[src/hw/rtl/slss_pkg.sv]
// ============================================================================
// slss_pkg
// Types, register indexes, reset values and pulse conversion for the leg
// sweep sequencer.
// ============================================================================
package slss_pkg;

	typedef enum logic [2:0] {
		REG_HIP_LOW       = 3'd0,
		REG_HIP_HIGH      = 3'd1,
		REG_THIGH_LIFTED  = 3'd2,
		REG_THIGH_LOWERED = 3'd3,
		REG_SHIN_LIFTED   = 3'd4,
		REG_SHIN_LOWERED  = 3'd5,
		REG_TICK_INTERVAL = 3'd6,
		REG_SWEEP_MODE    = 3'd7
	} cfg_reg_t;

	typedef enum logic [1:0] {
		JOINT_HIP   = 2'd0,
		JOINT_FEMUR = 2'd1,
		JOINT_TIBIA = 2'd2
	} joint_t;

	localparam int CFG_IDX_W  = 3;
	localparam int CFG_DATA_W = 16;
	localparam int ELAPSED_W  = 17;

	localparam logic [ELAPSED_W-1:0] ELAPSED_MAX = '1;

	localparam logic [7:0]  RST_HIP_LOW       = 8'd35;
	localparam logic [7:0]  RST_HIP_HIGH      = 8'd110;
	localparam logic [7:0]  RST_THIGH_LIFTED  = 8'd80;
	localparam logic [7:0]  RST_THIGH_LOWERED = 8'd150;
	localparam logic [7:0]  RST_SHIN_LIFTED   = 8'd50;
	localparam logic [7:0]  RST_SHIN_LOWERED  = 8'd100;
	localparam logic [15:0] RST_TICK_INTERVAL = 16'd10;
	localparam logic [1:0]  RST_SWEEP_MODE    = 2'd3;

	// pulse = 120 + a*460/180 = 120 + floor(a*23/9); /9 by reciprocal 7282/2^16,
	// exact for a*23 below 8192
	localparam logic [9:0]  PULSE_BASE  = 10'd120;
	localparam logic [9:0]  PULSE_MAX   = 10'd1023;
	localparam logic [12:0] RECIP_MUL   = 13'd7282;
	localparam int          RECIP_SHIFT = 16;

	// one queued step: a hip move (single result) or a bound pair
	typedef struct packed {
		logic       pair;
		logic [7:0] angle0;
		logic [7:0] angle1;
		logic       down;
	} step_t;

	typedef struct packed {
		logic full;
		logic empty;
	} q_stat_t;

	function automatic logic [9:0] pulse_of(input logic [7:0] a);
		logic [12:0] x;
		logic [25:0] prod;
		logic [10:0] sum;
		x    = ({5'd0, a} << 4) + ({5'd0, a} << 2) + ({5'd0, a} << 1) + {5'd0, a};
		prod = {13'd0, x} * {13'd0, RECIP_MUL};
		sum  = {1'b0, PULSE_BASE} + {1'b0, prod[RECIP_SHIFT +: 10]};
		return (sum > {1'b0, PULSE_MAX}) ? PULSE_MAX : sum[9:0];
	endfunction

endpackage

[src/hw/rtl/servo_leg_sweep_sequencer.sv]
// ============================================================================
// servo_leg_sweep_sequencer
// Hip sweep sequencer for one leg: counts ticks, steps the hip and reports
// femur/tibia angles at each bound.
// ============================================================================
// A stepping tick is written into the step queue, then popped into the output register.
// Throughput: one tick per cycle unless the input stalls; a bound step gives a femur then a tibia result.
// Input stalls only while the QUEUE_DEPTH-entry step queue is full.
// Reset: registers take their defaults, elapsed count saturated so the first
// tick steps, leg marked down, no results pending.
module servo_leg_sweep_sequencer #(
	parameter int QUEUE_DEPTH = 2
) (
	input  logic                            clk,
	input  logic                            arst_n,
	input  logic                            cfg_wr_en,
	input  logic [slss_pkg::CFG_IDX_W-1:0]  cfg_index,
	input  logic [slss_pkg::CFG_DATA_W-1:0] cfg_data,
	input  logic                            in_valid,
	output logic                            in_stall,
	input  logic                            tick,
	output logic                            out_valid,
	input  logic                            out_stall,
	output logic [1:0]                      joint,
	output logic [7:0]                      angle,
	output logic [9:0]                      pulse,
	output logic                            leg_down,
	output logic                            last
);
	import slss_pkg::*;

	logic    accept;
	logic    push;
	logic    pop;
	step_t   push_step;
	step_t   head;
	q_stat_t q_stat;

	assign in_stall = q_stat.full;
	assign accept   = in_valid && !in_stall;

	slss_front u_front (
		.clk       (clk),
		.arst_n    (arst_n),
		.cfg_wr_en (cfg_wr_en),
		.cfg_index (cfg_index),
		.cfg_data  (cfg_data),
		.accept    (accept),
		.tick      (tick),
		.push      (push),
		.push_step (push_step)
	);

	slss_queue #(
		.DEPTH (QUEUE_DEPTH)
	) u_queue (
		.clk       (clk),
		.arst_n    (arst_n),
		.push      (push),
		.push_step (push_step),
		.pop       (pop),
		.head      (head),
		.stat      (q_stat)
	);

	slss_back u_back (
		.clk       (clk),
		.arst_n    (arst_n),
		.head      (head),
		.stat      (q_stat),
		.pop       (pop),
		.out_valid (out_valid),
		.out_stall (out_stall),
		.joint     (joint),
		.angle     (angle),
		.pulse     (pulse),
		.leg_down  (leg_down),
		.last      (last)
	);

endmodule

[src/hw/rtl/slss_front.sv]
// ============================================================================
// slss_front
// Configuration registers, tick counting and sweep state; turns each tick
// that steps into one queued step.
// ============================================================================
module slss_front (
	input  logic                               clk,
	input  logic                               arst_n,
	input  logic                               cfg_wr_en,
	input  logic [slss_pkg::CFG_IDX_W-1:0]     cfg_index,
	input  logic [slss_pkg::CFG_DATA_W-1:0]    cfg_data,
	input  logic                               accept,
	input  logic                               tick,
	output logic                               push,
	output slss_pkg::step_t                    push_step
);
	import slss_pkg::*;

	logic [7:0]           hip_low_q, hip_high_q, thigh_lifted_q, thigh_lowered_q;
	logic [7:0]           shin_lifted_q, shin_lowered_q;
	logic [15:0]          tick_interval_q;
	logic [1:0]           sweep_mode_q;
	logic [7:0]           hip_q;
	logic                 moving_up_q;
	logic                 down_q;
	logic [ELAPSED_W-1:0] elapsed_q;

	logic [ELAPSED_W-1:0] elapsed_inc;
	logic                 step_go;
	logic                 at_upper, at_lower;
	logic [7:0]           low_nx, high_nx;
	logic [1:0]           mode_nx;
	cfg_reg_t             reg_sel;

	assign reg_sel = cfg_reg_t'(cfg_index);

	always_comb begin
		low_nx  = (cfg_wr_en && reg_sel == REG_HIP_LOW) ? cfg_data[7:0] : hip_low_q;
		high_nx = (cfg_wr_en && reg_sel == REG_HIP_HIGH) ? cfg_data[7:0] : hip_high_q;
		mode_nx = (cfg_wr_en && reg_sel == REG_SWEEP_MODE) ? cfg_data[1:0] : sweep_mode_q;
	end

	always_comb begin
		elapsed_inc = (elapsed_q == ELAPSED_MAX) ? ELAPSED_MAX : elapsed_q + 1'b1;
		step_go     = accept && tick && (elapsed_inc > {1'b0, tick_interval_q});
		at_upper    = moving_up_q && !(hip_q < hip_high_q);
		at_lower    = !moving_up_q && !(hip_q > hip_low_q);
		push_step.pair   = at_upper || at_lower;
		push_step.angle1 = at_upper ? shin_lifted_q : shin_lowered_q;
		priority if (at_upper) begin
			push_step.angle0 = thigh_lifted_q;
			push_step.down   = 1'b1;
		end else if (at_lower) begin
			push_step.angle0 = thigh_lowered_q;
			push_step.down   = 1'b0;
		end else begin
			push_step.angle0 = moving_up_q ? hip_q + 8'd1 : hip_q - 8'd1;
			push_step.down   = down_q;
		end
		push = step_go;
	end

	always_ff @(posedge clk or negedge arst_n) begin
		if (!arst_n) begin
			hip_low_q       <= RST_HIP_LOW;
			hip_high_q      <= RST_HIP_HIGH;
			thigh_lifted_q  <= RST_THIGH_LIFTED;
			thigh_lowered_q <= RST_THIGH_LOWERED;
			shin_lifted_q   <= RST_SHIN_LIFTED;
			shin_lowered_q  <= RST_SHIN_LOWERED;
			tick_interval_q <= RST_TICK_INTERVAL;
			sweep_mode_q    <= RST_SWEEP_MODE;
		end else if (cfg_wr_en) begin
			unique case (reg_sel)
				REG_HIP_LOW:       hip_low_q       <= cfg_data[7:0];
				REG_HIP_HIGH:      hip_high_q      <= cfg_data[7:0];
				REG_THIGH_LIFTED:  thigh_lifted_q  <= cfg_data[7:0];
				REG_THIGH_LOWERED: thigh_lowered_q <= cfg_data[7:0];
				REG_SHIN_LIFTED:   shin_lifted_q   <= cfg_data[7:0];
				REG_SHIN_LOWERED:  shin_lowered_q  <= cfg_data[7:0];
				REG_TICK_INTERVAL: tick_interval_q <= cfg_data;
				REG_SWEEP_MODE:    sweep_mode_q    <= cfg_data[1:0];
			endcase
		end
	end

	always_ff @(posedge clk or negedge arst_n) begin
		if (!arst_n) begin
			hip_q       <= RST_SWEEP_MODE[0] ? RST_HIP_LOW : RST_HIP_HIGH;
			moving_up_q <= RST_SWEEP_MODE[0];
			down_q      <= 1'b1;
			elapsed_q   <= ELAPSED_MAX;
		end else begin
			if (cfg_wr_en) begin
				moving_up_q <= mode_nx[0];
				hip_q       <= mode_nx[0] ? low_nx : high_nx;
			end else if (step_go) begin
				if (!push_step.pair)
					hip_q <= push_step.angle0;
				else if (sweep_mode_q[1])
					moving_up_q <= !moving_up_q;
				down_q <= push_step.down;
			end
			if (accept && tick)
				elapsed_q <= step_go ? '0 : elapsed_inc;
		end
	end

endmodule

[src/hw/rtl/slss_queue.sv]
// ============================================================================
// slss_queue
// Short step queue between the front and the result stage.
// ============================================================================
module slss_queue #(
	parameter int DEPTH = 2
) (
	input  logic              clk,
	input  logic              arst_n,
	input  logic              push,
	input  slss_pkg::step_t   push_step,
	input  logic              pop,
	output slss_pkg::step_t   head,
	output slss_pkg::q_stat_t stat
);
	import slss_pkg::*;

	localparam int IDX_W = (DEPTH > 1) ? $clog2(DEPTH) : 1;
	localparam int CNT_W = $clog2(DEPTH + 1);

	step_t            mem [DEPTH];
	logic [IDX_W-1:0] wr_ptr_q, rd_ptr_q;
	logic [CNT_W-1:0] cnt_q;

	function automatic logic [IDX_W-1:0] wrap_inc(input logic [IDX_W-1:0] p);
		return (p == IDX_W'(DEPTH - 1)) ? '0 : p + 1'b1;
	endfunction

	assign stat.full  = (cnt_q == CNT_W'(DEPTH));
	assign stat.empty = (cnt_q == '0);
	assign head       = mem[rd_ptr_q];

	always_ff @(posedge clk) begin
		if (push)
			mem[wr_ptr_q] <= push_step;
	end

	always_ff @(posedge clk or negedge arst_n) begin
		if (!arst_n) begin
			wr_ptr_q <= '0;
			rd_ptr_q <= '0;
			cnt_q    <= '0;
		end else begin
			if (push)
				wr_ptr_q <= wrap_inc(wr_ptr_q);
			if (pop)
				rd_ptr_q <= wrap_inc(rd_ptr_q);
			if (push && !pop)
				cnt_q <= cnt_q + 1'b1;
			else if (pop && !push)
				cnt_q <= cnt_q - 1'b1;
		end
	end

endmodule

[src/hw/rtl/slss_back.sv]
// ============================================================================
// slss_back
// Result stage: expands queued steps into result items, converts angle to
// pulse and holds the output register.
// ============================================================================
module slss_back (
	input  logic              clk,
	input  logic              arst_n,
	input  slss_pkg::step_t   head,
	input  slss_pkg::q_stat_t stat,
	output logic              pop,
	output logic              out_valid,
	input  logic              out_stall,
	output logic [1:0]        joint,
	output logic [7:0]        angle,
	output logic [9:0]        pulse,
	output logic              leg_down,
	output logic              last
);
	import slss_pkg::*;

	logic       out_valid_q;
	logic       pend_q;
	logic [7:0] pend_angle_q;
	logic       pend_down_q;
	joint_t     joint_q;
	logic [7:0] angle_q;
	logic [9:0] pulse_q;
	logic       leg_down_q;
	logic       last_q;
	logic       out_free;

	assign out_free = !out_valid_q || !out_stall;
	assign pop      = out_free && !pend_q && !stat.empty;

	always_ff @(posedge clk or negedge arst_n) begin
		if (!arst_n) begin
			out_valid_q <= 1'b0;
			pend_q      <= 1'b0;
		end else if (out_free) begin
			if (pend_q) begin
				out_valid_q <= 1'b1;
				pend_q      <= 1'b0;
			end else if (!stat.empty) begin
				out_valid_q <= 1'b1;
				pend_q      <= head.pair;
			end else begin
				out_valid_q <= 1'b0;
			end
		end
	end

	always_ff @(posedge clk) begin
		if (out_free) begin
			if (pend_q) begin
				joint_q    <= JOINT_TIBIA;
				angle_q    <= pend_angle_q;
				pulse_q    <= pulse_of(pend_angle_q);
				leg_down_q <= pend_down_q;
				last_q     <= 1'b1;
			end else if (!stat.empty) begin
				joint_q      <= head.pair ? JOINT_FEMUR : JOINT_HIP;
				angle_q      <= head.angle0;
				pulse_q      <= pulse_of(head.angle0);
				leg_down_q   <= head.down;
				last_q       <= !head.pair;
				pend_angle_q <= head.angle1;
				pend_down_q  <= head.down;
			end
		end
	end

	assign out_valid = out_valid_q;
	assign joint     = joint_q;
	assign angle     = angle_q;
	assign pulse     = pulse_q;
	assign leg_down  = leg_down_q;
	assign last      = last_q;

endmodule

[config.mk]
export PLATFORM = sky130hd
export DESIGN_NAME = servo_leg_sweep_sequencer
export DESIGN_NICKNAME = d
export VERILOG_FILES = /design/src/hw/rtl/slss_pkg.sv /design/src/hw/rtl/servo_leg_sweep_sequencer.sv /design/src/hw/rtl/slss_front.sv /design/src/hw/rtl/slss_queue.sv /design/src/hw/rtl/slss_back.sv
export SDC_FILE = /design/constraint.sdc
export NUM_CORES = 1
export LEC_CHECK = 0
export BUFFER_PORTS_ARGS = -buffer_cell sky130_fd_sc_hd__buf_2
export CAP_MARGIN = 25
export CORE_MARGIN = 2
export CORE_UTILIZATION = 50
export CTS_BUF_LIST = sky130_fd_sc_hd__clkbuf_4
export CTS_CLUSTER_SIZE = 25
export DETAILED_ROUTE_END_ITERATION = 12
export PLACE_DENSITY_LB_ADDON = 0.1
export SLEW_MARGIN = 20
export SYNTH_ARGS = -nofsm -noshare
export SYNTH_HDL_FRONTEND = slang
export SYNTH_HIERARCHICAL = 1
export SYNTH_SLANG_ARGS = --single-unit
[constraint.sdc]
create_clock -name clk -period 8.3 [get_ports clk]
set_input_delay 0 -clock clk [delete_from_list [all_inputs] [get_ports clk]]
set_output_delay 0 -clock clk [all_outputs]
set_load 0.02 [all_outputs]
### Word level (Yosys, flattened, before mapping)

Memories as Yosys holds them, arrays and structs flattened.
Cells that the tools add are included.

| cells by class | value |
|---|---|
| $add $sub $neg | 15 |
| multiply operators | 2 |
| order comparisons | 5 |
| eq/ne operators | 11 |
| multiplexer cells | 40 |
| bitwise operators | 3 |
| reductions and logical operators | 44 |

Operators with widths:

| operator | number |
|---|---|
| $mux 8 | 12 |
| $mul 13x12->25 const B | 2 |
| $mux 10 | 4 |
| $mux 17 | 2 |
| $add 12x10->13 | 2 |
| $add 13x8->13 | 2 |
| $add 13x9->13 | 2 |
| $add 7x10->11 const A | 2 |
| $gt 11x10->1 const B | 2 |
| $reduce_and 2->1 | 11 |
| $mux 1 | 19 |
| $add 17x1->17 const B | 1 |
| $eq 17x17->1 const B | 1 |
| $gt 17x16->1 | 1 |
| $eq 3x3->1 const B | 4 |
| $logic_and 1x1->1 | 12 |
| $logic_not 1->1 | 11 |
| $add 8x1->8 const B | 1 |
| $gt 8x8->1 | 1 |
| $lt 8x8->1 | 1 |
| $reduce_bool 2->1 | 4 |
| $sub 8x1->8 const B | 1 |
| $eq 3x2->1 const B | 2 |
| $mux 2 | 3 |
| 11 further kinds | 17 |

| word-level totals | value |
|---|---|
| bits in registers | 130 |
| memory bits (writable) | 36 |
| input port bits | 25 |
| output and inout bits | 24 |
| memories kept | 1 |

Memory list:

| memory | words | bits a word | rd ports | clocked after memory_dff | write ports | RTL line | text |
|---|---|---|---|---|---|---|---|
| u_queue.mem | 2 | 18 | 1 | 0 | 1 | slss_queue.sv:21 | `step_t mem [DEPTH];` |

### Longest topological paths before layout

An unclocked memory read counts as a cell.

| logic depth | value |
|---|---|
| word-level depth | 10 |
| mapped depth | 39 |

### Hierarchy

Netlist, hierarchy kept.

Modules (own cells, without submodules):

| module | instances | cells an instance | area an instance (sq um) | sequential area each (sq um) |
|---|---|---|---|---|
| slss_back | 1 | 833 | 7941.4 | 980.9 |
| slss_front | 1 | 549 | 5432.7 | 2384.8 |
| slss_queue | 1 | 72 | 1535.2 | 1181.1 |
| servo_leg_sweep_sequencer | 1 | 1 | 13.8 | 0.0 |

### Worst setup path after synthesis

OpenSTA, ideal clock, no wires.

| timing path | value |
|---|---|
| kind | register -> register |
| from | reg u_queue.rd_ptr_q |
| to | reg u_back.pulse_q[3], in the netlist u_back/pulse[3] (data pin) |
| library setup time | 0.159 ns |
| data arrival time | 8.725 ns |
| required time | 8.141 ns |
| path slack | -0.584 ns |
| cell stages (with the launch flop) | 36 |
| buffers on the path | 2 |
| clock period less this slack | 8.884 ns |
| cells stage by stage | dfrtp_1 -> buf_6 -> buf_12 -> mux2_4 -> inv_1 -> fa_1 -> inv_1 -> fa_1 -> inv_1 -> fa_1 -> inv_1 -> a21oi_1 -> o21ai_0 -> a21oi_1 -> nor2_1 -> nor2_1 -> xnor2_1 -> xor2_1 -> ha_1 -> ha_1 -> fa_1 -> fa_1 -> inv_1 -> fa_1 -> inv_1 -> ha_1 -> and2_1 -> o2111a_1 -> a21oi_1 -> o311a_1 -> or2_2 -> ha_1 -> o31a_1 -> or4_1 -> o31a_1 -> a22oi_1 |

RTL lines:

| what | RTL line | text |
|---|---|---|
| start, declared | slss_queue.sv:22 | `logic [IDX_W-1:0] wr_ptr_q, rd_ptr_q;` |
| start signal, assigned | slss_queue.sv:47 | `rd_ptr_q <= wrap_inc(rd_ptr_q);` |
| end signal, assigned | slss_back.sv:58 | `pulse_q <= pulse_of(pend_angle_q);` |
| end signal, assigned | slss_back.sv:64 | `pulse_q <= pulse_of(head.angle0);` |
| end, declared | slss_back.sv:28 | `logic [9:0] pulse_q;` |

==> impl_results.md <==
- CP max stage cell: fa_1
- Final Hold Vio Count: 0
- CP peak stage delay: 0.51 ns
- Starting density of the core: 50.6%
- Total global routing overflow: 0
- CP Class: flip-flop to flip-flop
- Die height: 177 um
- RR Endpoint: u_back/pulse[4]
- Reg2reg path depth: 32
- CTS H-tree lvls: 4
- Vias per cell: 5.20
- Total track usage: 20.8%
- Deepest clock path buffer count: 2
- Final setup viols: 0
- Ys flop type: edfxtp_1
- Flops & latches, synth: 166
- Worst Hold Depth: 5
- Clk pin slew, worst setup/hold paths: 0.20 ns
- Root buf cell: clkbuf_4
- Port Buffers: 48
- HP Start: in_valid
- IO Count: 49
- Setup WS post-layout: 0.164 ns
- WHS: 0.0946 ns
- Overall routed net length: 31.5 mm
- Register area share after synthesis: 30.5%
- Post-synthesis simple-gate area fraction: 9.34%
- Synth Instances: 1,455
- Clk Latency, worst-skew pair: 0.57 ns
- Worst hold-check path type: input pin to flip-flop
- TNS Setup: 0 ns
- Routed Antenna Nets: 0
- Tmin final: 8.14 ns
- Post-synth ARST share: 59.6%
- Most frequent CP cell: fa_1
- Max Clock Skew: 0.0454 ns
- Worst Tran Pin Value: 0.889 ns
- Core area: 29,500 sq um
- TritonCTS clock tree: yes
- Vias in the first global route: 10.9k
- RSZ-0062 raised after global routing: yes
- Placed insts: 1,980
- Layout Nets: 1,988
- Cell variety after synth: 88
- Multiplexer area fraction after synthesis: 6.93%
- Hold Path End: u_front/elapsed_q[12]
- CP endpoint kind: flip-flop
- Launching point of the worst reg2reg path: u_queue/rd_ptr_q
- WP buf/inv: 5
- Clock Sinks: 166
- Fmax: 0.123 GHz
- Run status: finished clean
- Slew Limit Headroom: 40.7%
- Die ar.: 31,200 sq um
- Post-Layout Cell Count: 2,068
- Synthesized area per cell: 10.3 sq um
- Layout cells sized above 1: 27.7%
- WL/cell: 15.2 um
- CP required: 8.69 ns
- Width of the die: 177 um
- Detailed Place HPWL: 24.6 mm
- Site Rows: 63
- Cts bufs inserted: 17
- 1st-iter DRT viols: 441
- Initial antenna violation count: 1
- Compound-cell area share of the yosys netlist: 12.9%
- Worst Path Max Fanout: 7
- Net Count, Synth: 1,780
- Synthesized area: 14,900 sq um
- Number of cells on the critical path: 32
- Xor/xnor share of the synthesized area: 5.45%
- Worst path top cell family by delay: adder cells
- CP startpoint kind: flip-flop
- First-pass GRT wire length: 52.6 mm
- Max-cap violations: 0
- Period utilization: 98.0%
- Largest net degree at the start of global routing: 71
- DRT Pass-1 Iters: 7
- Post-Synth Adder-Cell Area: 28.9%
- Yosys warns: 6
- Placer congestion estimate: 0.841
- Area growth syn-to-layout: 20.0%
- Post-Place Setup Slack: -0.139 ns
- Main combinational cell family by area after synthesis: adder cells
- WP data arrival: 8.53 ns
- DRC: 0
- Number of synthesized flops with an enable pin: 67
- Final Slew Violations: 0
- R2R Setup Slk: 0.16 ns
- DR vias: 10.8k
## registers in the layout, indices dropped and copies added, names as in the netlist, 10 cells and up
name	cells
u_back/pulse	10
u_front/elapsed_q	17
u_front/tick_interval_q	16
u_queue/mem	36
## per-stage QoR
| stage | cell area [sq um] | utilization [%] |
|---|---|---|
| 2_1_floorplan | 15000 | - |
| 3_3_place_gp | 16500 | 56.0 |
| 3_5_place_dp | 16500 | 56.0 |
| 4_1_cts | 17400 | 59.0 |
| 5_1_grt | 17900 | 60.7 |
| 6_report | 17900 | 60.7 |
## per-layer routing
metal / global-route usage [%] / wire length [um] / vias to the layer above
met3: 2.28 / 731 / 21
met1: 27.8 / 15000 / 5143
met2: 36.3 / 15400 / 139
li1: - / - / 5457
met5: 0 / 0 / -
met4: 4.82 / 407 / 0
## worst register-to-register path: cells and delay by family (launching register included)
kind | cells | cell delay (ns)
flip-flops | 1 | 0.43
AND/OR/NAND/NOR | 3 | 0.82
buffers and inverters | 5 | 0.40
XOR/XNOR | 1 | 0.17
adder cells (fa/ha/maj) | 10 | 3.60
multiplexers | 1 | 0.32
AO/OA/AOI/OAI | 12 | 2.26
## cell usage in the layout (no fill, tap or decap), types with 9 or more instances in the layout
cell type | synthesis | final
xnor2_1 | 56 | 44
mux2i_1 | 20 | 20
dfrtp_1 | 53 | 53
clkbuf_4 | 0 | 17
mux2_2 | 62 | 61
and3_1 | 11 | 10
ha_4 | 0 | 24
nor3_1 | 17 | 15
nand2_1 | 136 | 135
inv_2 | 1 | 13
o21bai_1 | 13 | 13
nor2_1 | 53 | 53
buf_4 | 0 | 132
xor2_1 | 35 | 34
inv_1 | 197 | 182
nand3_1 | 17 | 17
fa_1 | 75 | 70
ha_1 | 225 | 199
buf_2 | 1 | 47
mux2_4 | 9 | 10
o21ai_0 | 69 | 62
edfxtp_1 | 67 | 67
dfstp_2 | 46 | 46
dlygate4sd3_1 | 0 | 34
o21a_1 | 10 | 9
nand2b_1 | 9 | 9
xnor2_2 | 1 | 12
a21o_1 | 30 | 30
a21oi_1 | 73 | 54
a21oi_2 | 3 | 19
and2_1 | 10 | 9
## cells by family after synthesis
| kind of cell | count (synthesis) |
|---|---|
| adders and majority gates | 300 |
| and+or+nand+nor | 297 |
| AOI/OAI and AO/OA | 283 |
| buffers and inverters | 226 |
| DFF | 166 |
| xor gates and xnor gates | 92 |
| muxes | 91 |
## how the worst max path moves through the flow
stage                                      start               to  slack (ns)
after detailed placement        u_queue/rd_ptr_q  u_back/pulse[4]       -0.14
after floorplan           u_back/pend_angle_q[0]  u_back/pulse[1]      0.0006
after CTS                       u_queue/rd_ptr_q  u_back/pulse[4]       0.002
final                           u_queue/rd_ptr_q  u_back/pulse[4]        0.16
after global routing            u_queue/rd_ptr_q  u_back/pulse[4]       -0.20
after global placement          u_queue/rd_ptr_q  u_back/pulse[4]       -0.03
## cells in the mapped netlist, types with 5 or more instances
cell type | count | area [sq um]
o21a_1 | 10 | 75.1
nor2_1 | 53 | 199
and3_1 | 11 | 68.8
mux2i_1 | 20 | 200
mux2_4 | 9 | 135
inv_1 | 197 | 739
nand3_1 | 17 | 85.1
dfstp_2 | 46 | 1210
nor2b_1 | 8 | 50.1
or3_1 | 5 | 31.3
o21bai_1 | 13 | 97.6
mux2_2 | 62 | 698
ha_1 | 225 | 2820
nand4_1 | 6 | 37.5
dfrtp_1 | 53 | 1330
a22oi_1 | 9 | 67.6
a31oi_1 | 5 | 31.3
nand2_1 | 136 | 510
fa_1 | 75 | 1500
xnor2_1 | 56 | 490
a21o_1 | 30 | 225
o21ai_0 | 69 | 345
o211ai_1 | 5 | 37.5
a21oi_1 | 73 | 365
nor3_1 | 17 | 85.1
edfxtp_1 | 67 | 2010
xor2_1 | 35 | 307
clkbuf_1 | 22 | 82.6
nand2b_1 | 9 | 56.3
a21boi_1 | 7 | 52.6
and2_1 | 10 | 62.6
## final cells by class
type                            count  area, sq um
Fill cell                        2483        11600
Multi-Input combinational cell   1063        10200
Sequential cell                   166         4550
Timing Repair Buffer              217         1620
Inverter                          198          753
Tap cell                          390          488
Clock inverter                     15          173
Clock buffer                       17          128
Antenna cell                        2         5.00
## timing repair
| item | CTS | global route |
|---|---|---|
| pin swaps | 46 | 66 |
| hold endpoints to repair | 121 | 0 |
| gates cloned | 0 | 0 |
| buffers inserted | 10 | 10 |
| hold buffers | 34 | 0 |
| gates resized for setup | 30 | 78 |
| setup endpoints to repair | 10 | 10 |
Power is left out: the tool's default activity adds up to more than one toggle a clock period on the data nets, which glitch-free logic cannot reach.
